File: config.mk
export PLATFORM = sky130hd
export DESIGN_NAME = htd_seq
export DESIGN_NICKNAME = d
export VERILOG_FILES = /design/src/design/htd_pkg.sv /design/src/design/htd_seq.sv
export SDC_FILE = /design/constraint.sdc
export NUM_CORES = 1
export LEC_CHECK = 0
export ABC_AREA = 1
export BUFFER_PORTS_ARGS = -buffer_cell sky130_fd_sc_hd__buf_2
export CAP_MARGIN = 10
export CORE_MARGIN = 2
export CORE_UTILIZATION = 30
export CTS_CLUSTER_SIZE = 25
export DETAILED_ROUTE_END_ITERATION = 6
export PLACE_DENSITY_LB_ADDON = 0.2
export REMOVE_ABC_BUFFERS = 1
export SYNTH_ARGS = -nofsm -noshare
export SYNTH_HDL_FRONTEND = slang
export SYNTH_SLANG_ARGS = --single-unit
File: constraint.sdc
create_clock -name clk -period 4.2 [get_ports clk]
set_input_delay 0 -clock clk [delete_from_list [all_inputs] [get_ports clk]]
set_output_delay 0 -clock clk [all_outputs]
set_load 0.01 [all_outputs]
File: src/design/htd_pkg.sv
// types, codes and helpers shared by the huffman table decoder modules
package htd_pkg;

  localparam int TABLE_SIZE_DEF   = 256;
  localparam int MAX_CODE_LEN_DEF = 32;

  localparam int REQ_W  = 2;
  localparam int SYM_W  = 8;
  localparam int LEN_W  = 6;
  localparam int CODE_W = 32;
  localparam int CNT_W  = 48;
  localparam int STAT_W = 2;

  localparam logic [REQ_W-1:0] REQ_LOAD  = 2'd0;
  localparam logic [REQ_W-1:0] REQ_BIT   = 2'd1;
  localparam logic [REQ_W-1:0] REQ_CLEAR = 2'd2;

  localparam logic [STAT_W-1:0] STAT_OK    = 2'd0;
  localparam logic [STAT_W-1:0] STAT_OVF   = 2'd1;
  localparam logic [STAT_W-1:0] STAT_LIMIT = 2'd2;

  typedef enum logic [1:0] {
    SEQ_IDLE,
    SEQ_SCAN,
    SEQ_HOLD
  } seq_state_t;

  typedef struct packed {
    logic wr_en;
    logic clr;
  } tbl_ctl_t;

  // keep only the low len bits of a code
  function automatic logic [CODE_W-1:0] code_mask(input logic [LEN_W-1:0] len,
                                                  input logic [CODE_W-1:0] code);
    logic [CODE_W-1:0] m;
    if (len >= LEN_W'(CODE_W)) begin
      m = '1;
    end else begin
      m = (CODE_W'(1) << len) - CODE_W'(1);
    end
    return code & m;
  endfunction

endpackage

File: src/design/htd_seq.sv
// request sequencer: prefix, bit counter, table scan and compare unit
module htd_seq
  import htd_pkg::*;
#(
  parameter int TABLE_SIZE   = TABLE_SIZE_DEF,
  parameter int MAX_CODE_LEN = MAX_CODE_LEN_DEF,
  localparam int IW = $clog2(TABLE_SIZE)
) (
  input  logic              clk,
  input  logic              rst,
  input  logic              in_valid,
  output logic              in_ready,
  input  logic [REQ_W-1:0]  req_type,
  input  logic [SYM_W-1:0]  entry_symbol,
  input  logic [LEN_W-1:0]  entry_length,
  input  logic [CODE_W-1:0] entry_code,
  input  logic              coded_bit,
  input  logic [CNT_W-1:0]  limit,
  input  logic              out_free,
  output logic              res_valid,
  output logic              res_symbol_valid,
  output logic [SYM_W-1:0]  res_symbol,
  output logic [STAT_W-1:0] res_status,
  output tbl_ctl_t          tbl_ctl,
  output logic [IW-1:0]     tbl_wr_idx,
  output logic [LEN_W-1:0]  tbl_wr_len,
  output logic [CODE_W-1:0] tbl_wr_code,
  output logic [IW-1:0]     tbl_rd_idx,
  input  logic [LEN_W-1:0]  tbl_rd_len,
  input  logic [CODE_W-1:0] tbl_rd_code,
  input  logic              tbl_rd_ok
);

  localparam int PW  = MAX_CODE_LEN;
  localparam int PLW = $clog2(MAX_CODE_LEN + 1);
  localparam int CW  = (PW > CODE_W) ? PW : CODE_W;
  localparam int LCW = (PLW > LEN_W) ? PLW : LEN_W;
  localparam logic [IW-1:0] LAST_IDX = IW'(TABLE_SIZE - 1);

  seq_state_t state, state_next;

  logic [PW-1:0]    prefix_bits;
  logic [PLW-1:0]   prefix_len;
  logic [CNT_W-1:0] bits_consumed;
  logic [IW-1:0]    scan_addr;
  logic             issuing;
  logic             rd_live;
  logic [IW-1:0]    rd_idx;

  logic accept, limited, start_scan, sym_in_range;
  logic scan_hit, scan_end, prefix_full;
  logic [CW-1:0]  code_x, pre_x;
  logic [LCW-1:0] len_x, plen_x;

  assign accept       = in_valid && in_ready;
  assign limited      = bits_consumed >= limit;
  assign start_scan   = accept && (req_type == REQ_BIT) && !limited;
  assign sym_in_range = {1'b0, entry_symbol} < (SYM_W + 1)'(TABLE_SIZE);

  // compare unit: one stored entry against the prefix per cycle
  assign code_x   = CW'(tbl_rd_code);
  assign pre_x    = CW'(prefix_bits);
  assign len_x    = LCW'(tbl_rd_len);
  assign plen_x   = LCW'(prefix_len);
  assign scan_hit = rd_live && tbl_rd_ok && (tbl_rd_len != '0) &&
                    (len_x == plen_x) && (code_x == pre_x);
  assign scan_end = rd_live && (rd_idx == LAST_IDX);
  assign prefix_full = prefix_len >= PLW'(MAX_CODE_LEN);

  always_ff @(posedge clk) begin
    if (rst) begin
      state <= SEQ_IDLE;
    end else begin
      state <= state_next;
    end
  end

  always_comb begin
    state_next = state;
    case (state)
      SEQ_IDLE: begin
        if (start_scan) begin
          state_next = SEQ_SCAN;
        end else if (accept) begin
          state_next = SEQ_HOLD;
        end
      end
      SEQ_SCAN: begin
        if (scan_hit || scan_end) begin
          state_next = SEQ_HOLD;
        end
      end
      SEQ_HOLD: begin
        if (out_free) begin
          state_next = SEQ_IDLE;
        end
      end
      default: state_next = SEQ_IDLE;
    endcase
  end

  always_comb begin
    in_ready      = 1'b0;
    res_valid     = 1'b0;
    tbl_ctl.wr_en = 1'b0;
    tbl_ctl.clr   = 1'b0;
    case (state)
      SEQ_IDLE: begin
        in_ready      = 1'b1;
        tbl_ctl.wr_en = in_valid && (req_type == REQ_LOAD) && sym_in_range;
        tbl_ctl.clr   = in_valid && (req_type == REQ_CLEAR);
      end
      SEQ_HOLD: begin
        res_valid = 1'b1;
      end
      default: begin
        in_ready = 1'b0;
      end
    endcase
  end

  assign tbl_wr_idx  = IW'(entry_symbol);
  assign tbl_wr_len  = entry_length;
  assign tbl_wr_code = code_mask(entry_length, entry_code);
  assign tbl_rd_idx  = scan_addr;

  always_ff @(posedge clk) begin
    if (rst) begin
      prefix_bits   <= '0;
      prefix_len    <= '0;
      bits_consumed <= '0;
      issuing       <= 1'b0;
      rd_live       <= 1'b0;
    end else begin
      if (accept) begin
        case (req_type)
          REQ_CLEAR: begin
            prefix_bits <= '0;
            prefix_len  <= '0;
          end
          REQ_BIT: begin
            if (!limited) begin
              bits_consumed <= bits_consumed + CNT_W'(1);
              prefix_bits   <= {prefix_bits[PW-2:0], coded_bit};
              prefix_len    <= prefix_len + PLW'(1);
              issuing       <= 1'b1;
              rd_live       <= 1'b0;
            end
          end
          default: begin
            issuing <= 1'b0;
          end
        endcase
      end else if (state == SEQ_SCAN) begin
        if (scan_hit || scan_end) begin
          issuing <= 1'b0;
          rd_live <= 1'b0;
        end else begin
          rd_live <= issuing;
          if (issuing && (scan_addr == LAST_IDX)) begin
            issuing <= 1'b0;
          end
        end
        if (scan_hit || (scan_end && prefix_full)) begin
          prefix_bits <= '0;
          prefix_len  <= '0;
        end
      end
    end
  end

  // scan address and result registers carry payload only
  always_ff @(posedge clk) begin
    if (start_scan) begin
      scan_addr <= '0;
    end else if (state == SEQ_SCAN) begin
      rd_idx <= scan_addr;
      if (issuing && (scan_addr != LAST_IDX)) begin
        scan_addr <= scan_addr + IW'(1);
      end
    end

    if (accept) begin
      res_symbol_valid <= 1'b0;
      res_symbol       <= '0;
      res_status       <= (req_type == REQ_BIT && limited) ? STAT_LIMIT : STAT_OK;
    end else if (state == SEQ_SCAN) begin
      if (scan_hit) begin
        res_symbol_valid <= 1'b1;
        res_symbol       <= SYM_W'(rd_idx);
      end else if (scan_end && prefix_full) begin
        res_status <= STAT_OVF;
      end
    end
  end

endmodule

==> out/qor.txt, run 1 <==
outcome - complete, no violations
clock sink count - 117
Post-synth top cells - 476 x nand2_1, 257 x nor2_1, 229 x inv_1
Worst Path Buf+Inv - 1
GRT Overall Usage - 0.179
Highest Clock Rate - 335 MHz
Int Power - 2.18 mW
minimum period implied by the final worst setup slack - 2980 ps
fin. max-slew vios - 0
CP peak stage delay - 440 ps
routed length on met3 - 1.07 mm
logic gate share of total power - 0.183
peak supply drop - 0.144 mV
Top FF cell, synth - dfxtp_1
synthesized instance count - 1574
I/O pins - 209
PD cells - 280 nW/µm²
crit-path cells - ha_1 -> a21oi_1 -> o21ai_0 -> a21oi_1 -> nand2_1 -> nor2_1 -> nand2_1 -> nand2_1 -> nand2_2 -> nor2_4 -> buf_4 -> nand2_1 -> nand2_1 -> nor2_1
Die W - 181 µm
Synth area leader - dfxtp_1
Routed met2 length - 14.3 mm
Finished Cell Area - 11300 µm²
clk root buf - clkbuf_16
most numerous cell in the Yosys netlist - nand2_1
YS warnings - 0
CP most frequent cell - nand2_1
largest net degree at the start of global routing - 50
ANT nets after route - 0
final-report setup violation count - 0
Worst EP required - 4510 ps
Skew-Pair Late Insertion Delay - 420 ps
vias per std cell - 4.65
skew final - 8.17 ps
Initial Utilization - 0.307
WL final - 29.7 mm
initial antenna violation count - 2
placed cell area - 10700 µm²
core area - 30700 µm²
row count - 64
share of cells above drive strength 1 - 0.158
EDFF count, synth - 10
Flop pwr share - 0.384
syn avg cell area - 5.99 µm²
CTS Buf Count - 17
delay-heaviest family, CP - simple AND/OR/NAND/NOR gates
Clock power frac - 0.433
type of element capturing the critical path - flip-flop
Arrival @ worst endpoint - 3300 ps
fin crit share - 0.710
Hold Vio Cnt, Final - 0
vias in the first global route - 9376
Worst Max-Slew Pin Slew - 716 ps
Top Layer Used - met4
DR WL/cell - 13.8 µm
Net count, final - 1938
DRC - 0
via count - 10000
Post-DP HPWL - 23.6 mm
Final Wtd Congestion - 0.939
Crit Path Max Fanout - 33
Area Overhead vs Synth - 19.3%
Synth top area share - 0.227
startpoint types - flip-flop
Leak - 5.52 nW
TritonCTS clock tree - built
Hold Path Class - input pin to primary output
setup TNS - 0 ps
Filler cells - 3466
number of max-cap violations - 0
first-pass GRT wire length - 47.7 mm
Port Buffers - 192
switch share - 0.309
main area contributors after synthesis - dfxtp_1 23%, nand2_1 19%, nor2_1 10%, inv_1 9.1%, ha_1 7.0%
Yosys cell types - 53
clock slew at reported path FFs - 60 ps
Slowest cell on crit path - dfxtp_1
Synth Register Bits - 117
final global-route overflow total - 0
Synth Cell Area - 9430 µm²
DIE AREA - 32900 µm²
PostCTS Resize Cnt - 0
asr flop ratio synth - 0
RSZ-0062 raised after global routing - false
CTS H-tree lvls - 4
met1 wire length - 13.8 mm
P_sw - 0.972 mW
CTS max path bufs - 2
number of DRC markers in iteration 0 - 631
Slew HR - 0.522
Die Y - 181 µm
TritonRoute pass-1 iters - 5
critical path class - flip-flop to flip-flop
sequential fraction of the synthesis area - 0.259
[placed cells by master, fill, tap and decap left out, drive strengths merged]
cell type    netlist  final
buf               37    202
and3b              1      1
a21o               1      1
o21bai             1      1
and3               3      3
nand2b             1      1
o21ai             37     37
a22oi              1      1
nand2            486    486
a21boi             2      2
and2               3      3
o211a              3      3
diode              0      2
a31oi             10     10
o21a               5      5
nand3             58     58
clkinvlp           0      5
clkinv             1      6
or2                3      3
nor2             272    272
dlygate4sd3        0      3
o31ai              2      2
a211oi             9      9
mux2               1      1
nor4              11     11
a21oi             74     74
xnor2             21     21
clkbuf            16     19
dfxtp            107    107
o211ai             1      1
edfxtp            10     10
inv              237    240
nor3b              6      6
nor3              40     40
xor2              16     16
ha                53     53
o2111a             1      1
nand3b             2      2
nand4             42     42
[registers in the layout, summed over array words and instances (netlist names)]
signal and cells:
rd_idx 8, bits_consumed 48, rd_live 1, res_symbol 8, tbl_rd_idx 8, state 2
issuing 1, plen_x 6, res_status 2, res_symbol_valid 1, pre_x 32
[final timing paths]
| path | end | slack (ps) | cells after the start | from |
|---|---|---|---|---|
| min | tbl_wr_idx[0] | 0.08 | 0 | entry_symbol[0] |
| max | plen_x[5] | 1220 | 14 | bits_consumed[43] |
| max reg2reg | plen_x[5] | 1220 | 14 | bits_consumed[43] |
| min reg2reg | res_symbol_valid | 450 | 2 | res_symbol_valid |
[metal layers]
| layer | global-route usage | vias to the layer above |
|---|---|---|
| li1 | - | 5293 |
| met1 | 0.231 | 4460 |
| met2 | 0.313 | 240 |
| met3 | 0.0260 | 25 |
| met4 | 0.0465 | 0 |
| met5 | 0 | - |
[metrics by stage]
| stage | power (mW) | setup WS, ps | util | hold slack [ps] | cells |
|---|---|---|---|---|---|
| finish | 3.15 | 1220 | 0.366 | 0.0802 | 2156 |
| CTS | 3.19 | 1220 | 0.366 | 0.115 | 2154 |
| floorplan | 1.57 | 1350 | - | 0 | 1521 |
| global route | 3.32 | 874 | 0.366 | 0.0719 | 2156 |
| global placement | 1.80 | 1310 | 0.347 | 0.115 | 2119 |
| detailed placement | 1.80 | 1220 | 0.347 | 0.115 | 2119 |
[final cells by class]
| type | instances | area (µm²) | area share |
|---|---|---|---|
| Clock buffer | 19 | 454 | 0.0404 |
| Inverter | 238 | 896 | 0.0796 |
| Tap cell | 396 | 495 | 0.0440 |
| Multi-Input combinational cell | 1166 | 5780 | 0.514 |
| Antenna cell | 2 | 5.00 | 0.000445 |
| Sequential cell | 117 | 2440 | 0.217 |
| Timing Repair Buffer | 205 | 1080 | 0.0959 |
| Clock inverter | 13 | 100 | 0.00890 |
[power groups by stage]
stage	logic, mW	registers (mW)	clock network [mW]
floorplan	0.354	1.22	0
global placement	0.568	1.23	0
detailed placement	0.571	1.23	0
CTS	0.577	1.21	1.41
global route	0.651	1.21	1.45
finish	0.574	1.21	1.36
[cells by family after synthesis]
kind of cell               after synthesis  share of synthesized area
buffers and inverters                  291                      0.128
adders and majority gates               53                     0.0703
xor gates and xnor gates                37                     0.0344
and+or+nand+nor                        928                      0.419
AOI/OAI and AO/OA                      147                     0.0878
DFF                                    117                      0.259
muxes                                    1                    0.00119
[what timing repair did]
action                    in CTS  in global routing
hold endpoints to repair       3                  0
setup buffers                  0                  0
hold buffers                   3                  0
(Power assumes the default switching activity.)
==> run 2: changes to the inputs <==
--- a/config.mk
+++ b/config.mk
@@ -5,7 +5,7 @@
 export SDC_FILE = /design/constraint.sdc
 export NUM_CORES = 1
 export LEC_CHECK = 0
-export ABC_AREA = 1
+export ABC_AREA = 0
 export BUFFER_PORTS_ARGS = -buffer_cell sky130_fd_sc_hd__buf_2
 export CAP_MARGIN = 10
 export CORE_MARGIN = 2
==> constraint.sdc (replaced) <==
create_clock -name clk -period 2.8 [get_ports clk]
set_input_delay 0 -clock clk [delete_from_list [all_inputs] [get_ports clk]]
set_output_delay 0 -clock clk [all_outputs]
set_load 0.01 [all_outputs]
==> out/qor.txt, run 2 <==
row count - 59 (was 64)
clock slew at reported path FFs - 60 ps (about the same)
EDFF count, synth - 10 (unchanged)
Die W - 168 µm (was 181 µm)
final global-route overflow total - 0 (unchanged)
Synth area leader - dfxtp_1 (unchanged)
main area contributors after synthesis - dfxtp_1 27%, ha_1 8.3%, nor2_1 4.5%, xor2_1 4.5%, mux2i_1 4.4% (was dfxtp_1 23%, nand2_1 19%, nor2_1 10%, inv_1 9.1%, ha_1 7.0%)
DIE AREA - 28100 µm² (was 32900 µm²)
I/O pins - 209 (unchanged)
Initial Utilization - 0.307 (about the same)
synthesized instance count - 975 (was 1574)
Port Buffers - 192 (unchanged)
Post-DP HPWL - 16.6 mm (was 23.6 mm)
Area Overhead vs Synth - 27.4% (was 19.3%)
type of element capturing the critical path - flip-flop (unchanged)
initial antenna violation count - 3 (was 2)
most common cell after layout, fill and taps aside - buf_2 (was nand2_1)
clk root buf - clkbuf_16 (unchanged)
peak supply drop - 0.293 mV (was 0.144 mV)
pre-CTS setup slack - 50.4 ps (was 1220 ps)
Slew HR - 0.617 (was 0.522)
setup slack, reg-to-reg - 140 ps (was 1220 ps)
Top FF cell, synth - dfxtp_1 (unchanged)
FF+latch area - 2450 µm² (was 2440 µm²)
number of DRC markers in iteration 0 - 362 (was 631)
fin. max-slew vios - 0 (unchanged)
Die Y - 168 µm (was 181 µm)
PD cells - 438 nW/µm² (was 280 nW/µm²)
Net count, final - 1373 (was 1938)
max reg flops - 48 (unchanged)
WL final - 21.9 mm (was 29.7 mm)
Synth Cell Area - 8030 µm² (was 9430 µm²)
fin crit share - 0.951 (was 0.710)
TritonCTS clock tree - built (unchanged)
reg2reg start - bits_consumed[21] (was bits_consumed[43])
Worst Hold Margin - 0.0802 ps (unchanged)
startpoint types - flip-flop (unchanged)
share of cells above drive strength 1 - 0.287 (was 0.158)
Power Total - 4.48 mW (was 3.15 mW)
most frequent cells in the layout - 191 x buf_2, 103 x dfxtp_1, 94 x nor2_1 (was 476 x nand2_1, 257 x nor2_1, 229 x inv_1)
Final Wtd Congestion - 0.805 (was 0.939)
Hold Path Class - input pin to primary output (unchanged)
YS warnings - 0 (unchanged)
Highest Clock Rate - 376 MHz (was 335 MHz)
Worst Setup SP - bits_consumed[21] (was bits_consumed[43])
Post-synth top cells - 107 x dfxtp_1, 96 x nor2_1, 78 x nand2_1 (was 476 x nand2_1, 257 x nor2_1, 229 x inv_1)
post-route setup slack - 138 ps (was 1220 ps)
Skew-Pair Late Insertion Delay - 420 ps (about the same)
core area - 26100 µm² (was 30700 µm²)
syn avg cell area - 8.23 µm² (was 5.99 µm²)
most numerous cell in the Yosys netlist - dfxtp_1 (was nand2_1)
Worst Max-Slew Pin Slew - 570 ps (was 716 ps)
Synth top area share - 0.267 (was 0.227)
final-report setup violation count - 0 (unchanged)
Hold Vio Cnt, Final - 0 (unchanged)
vias per std cell - 4.80 (was 4.65)
sequential fraction of the synthesis area - 0.304 (was 0.259)
CTS Buf Count - 17 (unchanged)
Arrival @ worst endpoint - 2960 ps (was 3300 ps)
Synth Register Bits - 117 (unchanged)
Worst R2R End - bits_consumed[45] (was plen_x[5])
via count - 7351 (was 10000)
skew final - 13.5 ps (was 8.17 ps)
Biggest register - bits_consumed (unchanged)
Filler cells - 2781 (was 3466)
TritonRoute pass-1 iters - 4 (was 5)
clock sink count - 117 (unchanged)
largest net degree at the start of global routing - 51 (was 50)
Placed Cells - 1491 (was 2119)
minimum period implied by the final worst setup slack - 2660 ps (was 2980 ps)
first-pass GRT wire length - 36.2 mm (was 47.7 mm)
vias in the first global route - 7094 (was 9376)
Critical Path End - bits_consumed[45] (was plen_x[5])
critical path class - flip-flop to flip-flop (unchanged)
GRT Overall Usage - 0.158 (was 0.179)
cell depth of the worst flop-to-flop path - 9 (was 14)
CTS max path bufs - 2 (unchanged)
asr flop ratio synth - 0 (unchanged)
Yosys cell types - 69 (was 53)
area taken by multi-input logic gates - 5110 µm² (was 5780 µm²)
DRC - 0 (unchanged)
ANT nets after route - 0 (unchanged)
DR WL/cell - 14.3 µm (was 13.8 µm)
CTS H-tree lvls - 4 (unchanged)
outcome - complete, no violations (unchanged)
final cell count without fillers - 1530 (was 2156)
Leak - 4.94 nW (was 5.52 nW)
number of max-cap violations - 0 (unchanged)
Crit Path Max Fanout - 5 (was 33)
Worst EP required - 3100 ps (was 4510 ps)
-- run 2: changes by cell type in the layout (fill, tap and decap cells not counted), moves of 38 or more --
| cell | change |
|---|---|
| buf_4 | +38 |
| inv_1 | -167 |
| nand2_1 | -398 |
| nand2b_1 | +51 |
| nor2_1 | -163 |
| nor2b_1 | +41 |
-- run 2: power breakdown --
part	switching, mW	leakage (nW)	total [mW]	internal, mW
registers	0.0137	0.958	1.72	1.70
clock network	0.814	0.284	2.22	1.40
logic	0.296	3.70	0.541	0.246
-- run 2: cell type report --
class / count / area share
timing repair buffer: 245 / 0.139
clock buffer: 23 / 0.0478
multi-input combinational: 737 / 0.500
antenna: 3 / 0.000734
sequential: 117 / 0.239
inverter: 62 / 0.0228
clock inverter: 8 / 0.00967
tap: 335 / 0.0410
-- run 2: cells by family (layout without fill, tap and decap cells) --
family                   after synthesis  count (layout)  share of synthesized area
AND/OR/NAND/NOR                      419             419                      0.274
adder cells (fa/ha/maj)               53              53                     0.0826
other                                  0               3                          0
XOR/XNOR                              50              50                     0.0545
flip-flops                           117             117                      0.304
buffers and inverters                121             338                     0.0669
AO/OA/AOI/OAI                        146             146                      0.122
multiplexers                          69              69                     0.0960
-- run 2: layer usage --
metal / vias up / track usage / wire, µm
met2: 155 / 0.251 / 9990
met1: 3389 / 0.216 / 10800
li1: 3786 / - / -
met5: - / 0 / 0
met4: 0 / 0.0533 / 312
met3: 21 / 0.0295 / 815
-- run 2: worst min path at each step --
stage,startpoint,to,cells after the start
after detailed placement,entry_symbol[0],tbl_wr_idx[0],0
after global routing,entry_symbol[1],tbl_wr_idx[1],0
after floorplan,entry_symbol[0],tbl_wr_idx[0],0
final,entry_symbol[0],tbl_wr_idx[0],0
after global placement,entry_symbol[0],tbl_wr_idx[0],0
after CTS,entry_symbol[0],tbl_wr_idx[0],0
-- run 2: worst max-delay path: stages, from the launching register on --
cell and delay (ps):
dfxtp_1 310, ha_1 280, a21o_1 160, a21o_1 170
a22o_1 250, nor3_4 200, a31oi_4 180, or4_4 520
nor2_1 140, mux2_2 340
-- run 2: timing repair --
| item | CTS | global route |
|---|---|---|
| gates resized for setup | 0 | 14 |
| hold buffers | 3 | 0 |
| setup buffers | 0 | 2 |
| setup endpoints to repair | 0 | 74 |
| hold endpoints to repair | 2 | 0 |
-- run 2: stage by stage --
stage | setup TNS (ps) | area (µm²) | util
floorplan | -1120 | 7720 | -
global placement | 0 | 9520 | 0.364
detailed placement | 0 | 9520 | 0.364
CTS | 0 | 10100 | 0.388
global route | -11.2 | 10200 | 0.391
finish | 0 | 10200 | 0.391
==> run 3: changes to the inputs <==
--- a/config.mk
+++ b/config.mk
@@ -8,6 +8,7 @@
 export ABC_AREA = 0
 export BUFFER_PORTS_ARGS = -buffer_cell sky130_fd_sc_hd__buf_2
 export CAP_MARGIN = 10
+export CORE_ASPECT_RATIO = 2
 export CORE_MARGIN = 2
 export CORE_UTILIZATION = 30
 export CTS_CLUSTER_SIZE = 25
==> out/qor.txt, run 3 (synthesis results as in run 2) <==
outcome - complete, no violations (unchanged)
Arrival @ worst endpoint - 3060 ps (was 2960 ps)
max reg flops - 48 (unchanged)
fin. max-slew vios - 0 (unchanged)
delay-heaviest family, CP - simple AND/OR/NAND/NOR gates (unchanged)
DRC - 0 (unchanged)
initial antenna violation count - 0 (was 3)
Die W - 120 µm (was 168 µm)
Filler cells - 2782 (was 2781)
Worst EP required - 3120 ps (was 3100 ps)
fin crit share - 0.977 (was 0.951)
startpoint types - flip-flop (unchanged)
routed length on met3 - 748 µm (was 815 µm)
Biggest register - bits_consumed (unchanged)
DIE AREA - 28200 µm² (was 28100 µm²)
Leak - 5.07 nW (was 4.94 nW)
ANT cells - 0 (was 3)
skew final - 9.78 ps (was 13.5 ps)
Crit Path Max Fanout - 5 (unchanged)
Worst Path Buf+Inv - 0 (unchanged)
Finished Cell Area - 10500 µm² (was 10200 µm²)
ANT nets after route - 0 (unchanged)
row count - 84 (was 59)
most common cell after layout, fill and taps aside - buf_2 (unchanged)
via count - 7597 (was 7351)
Net count, final - 1402 (was 1373)
PD cells - 429 nW/µm² (was 438 nW/µm²)
CTS max path bufs - 2 (unchanged)
CP peak stage delay - 600 ps (was 520 ps)
placed cell area - 9690 µm² (was 9520 µm²)
final-report setup violation count - 0 (unchanged)
I/O pins - 209 (unchanged)
Slew HR - 0.483 (was 0.617)
peak supply drop - 0.366 mV (was 0.293 mV)
Hold Vio Cnt, Final - 0 (unchanged)
most frequent cells in the layout - 191 x buf_2, 99 x dfxtp_1, 93 x nor2_1 (was 191 x buf_2, 103 x dfxtp_1, 94 x nor2_1)
met1 wire length - 8.87 mm (was 10.8 mm)
clock sink count - 117 (unchanged)
Highest Clock Rate - 366 MHz (was 376 MHz)
TritonCTS clock tree - built (unchanged)
GRT Overall Usage - 0.171 (was 0.158)
core area - 26300 µm² (was 26100 µm²)
TritonRoute pass-1 iters - 5 (was 4)
Area Overhead vs Synth - 31.0% (was 27.4%)
number of DRC markers in iteration 0 - 286 (was 362)
largest net degree at the start of global routing - 71 (was 51)
DR WL/cell - 15.2 µm (was 14.3 µm)
Post-DP HPWL - 18.6 mm (was 16.6 mm)
CTS Buf Count - 17 (unchanged)
final cell count without fillers - 1566 (was 1530)
vias in the first global route - 7818 (was 7094)
Top Layer Used - met4 (unchanged)
Worst Max-Slew Pin Slew - 769 ps (was 570 ps)
Initial Utilization - 0.306 (was 0.307)
clk root buf - clkbuf_16 (unchanged)
Final Wtd Congestion - 0.808 (was 0.805)
Skew-Pair Late Insertion Delay - 440 ps (was 420 ps)
Die Y - 235 µm (was 168 µm)
share of cells above drive strength 1 - 0.316 (was 0.287)
Power Total - 4.51 mW (was 4.48 mW)
minimum period implied by the final worst setup slack - 2740 ps (was 2660 ps)
crit-path cells - ha_4 -> a21o_1 -> a21o_1 -> a22o_1 -> nor3_4 -> a31oi_4 -> or4_4 -> nor2_4 -> mux2_2 (was ha_1 -> a21o_1 -> a21o_1 -> a22o_1 -> nor3_4 -> a31oi_4 -> or4_4 -> nor2_1 -> mux2_2)
vias per std cell - 4.85 (was 4.80)
clock slew at reported path FFs - 60 ps (about the same)
Slowest cell on crit path - or4_4 (unchanged)
type of element capturing the critical path - flip-flop (unchanged)
CTS H-tree lvls - 4 (unchanged)
CP most frequent cell - a21o_1 (unchanged)
number of max-cap violations - 0 (unchanged)
Hold Path Class - input pin to primary output (unchanged)
WL final - 23.9 mm (was 21.9 mm)
final global-route overflow total - 0 (unchanged)
Port Buffers - 192 (unchanged)
first-pass GRT wire length - 38.0 mm (was 36.2 mm)
Placed Cells - 1525 (was 1491)
critical path class - flip-flop to flip-flop (unchanged)
Routed met2 length - 13.5 mm (was 9.99 mm)
run 3: layer usage:
metal | track usage | vias up
li1 | - | 3835
met1 | 0.164 | 3554
met2 | 0.337 | 172
met3 | 0.0313 | 36
met4 | 0.0831 | 0
met5 | 0 | -
run 3: repair_timing:
| item | in CTS | in global routing |
|---|---|---|
| hold buffers | 2 | 0 |
| cloned | 1 | 0 |
| setup endpoints to repair | 78 | 37 |
| gates resized for setup | 10 | 20 |
| buffers inserted | 4 | 2 |
| pin swaps | 1 | 8 |
| hold endpoints to repair | 2 | 0 |
run 3: cell type report:
type	instances	area (µm²)	share of cell area
Multi-Input combinational cell	738	5190	0.493
Sequential cell	117	2450	0.233
Timing Repair Buffer	273	1620	0.154
Tap cell	344	430	0.0409
Clock buffer	17	425	0.0404
Inverter	62	233	0.0221
Clock inverter	15	169	0.0161
run 3: per-stage QoR:
step	utilization	setup slack (ps)	hold WS (ps)	TNS (ps)
after detailed placement	0.369	-222	0.115	-10540
after global routing	0.400	-0.926	0.0719	-0.926
final	0.400	64.4	0.0802	0
after CTS	0.395	23.7	0.115	0
after global placement	0.369	-179	0.115	-8350
after floorplan	-	-95.3	0	-1120
run 3: worst paths after layout:
kind / cells past startpoint / to / slack (ps) / from
worst max-delay path: 9 / bits_consumed[9] / 60 / bits_consumed[21]
worst min-delay path: 0 / tbl_wr_idx[0] / 0.08 / entry_symbol[0]
worst max register to register: 9 / bits_consumed[9] / 60 / bits_consumed[21]
worst min register to register: 2 / res_symbol[4] / 450 / res_symbol[4]
run 3: report_power, final:
group	switching, mW	internal [mW]	total (mW)
Sequential	0.0133	1.70	1.72
Combinational	0.302	0.249	0.551
Clock	0.915	1.33	2.25
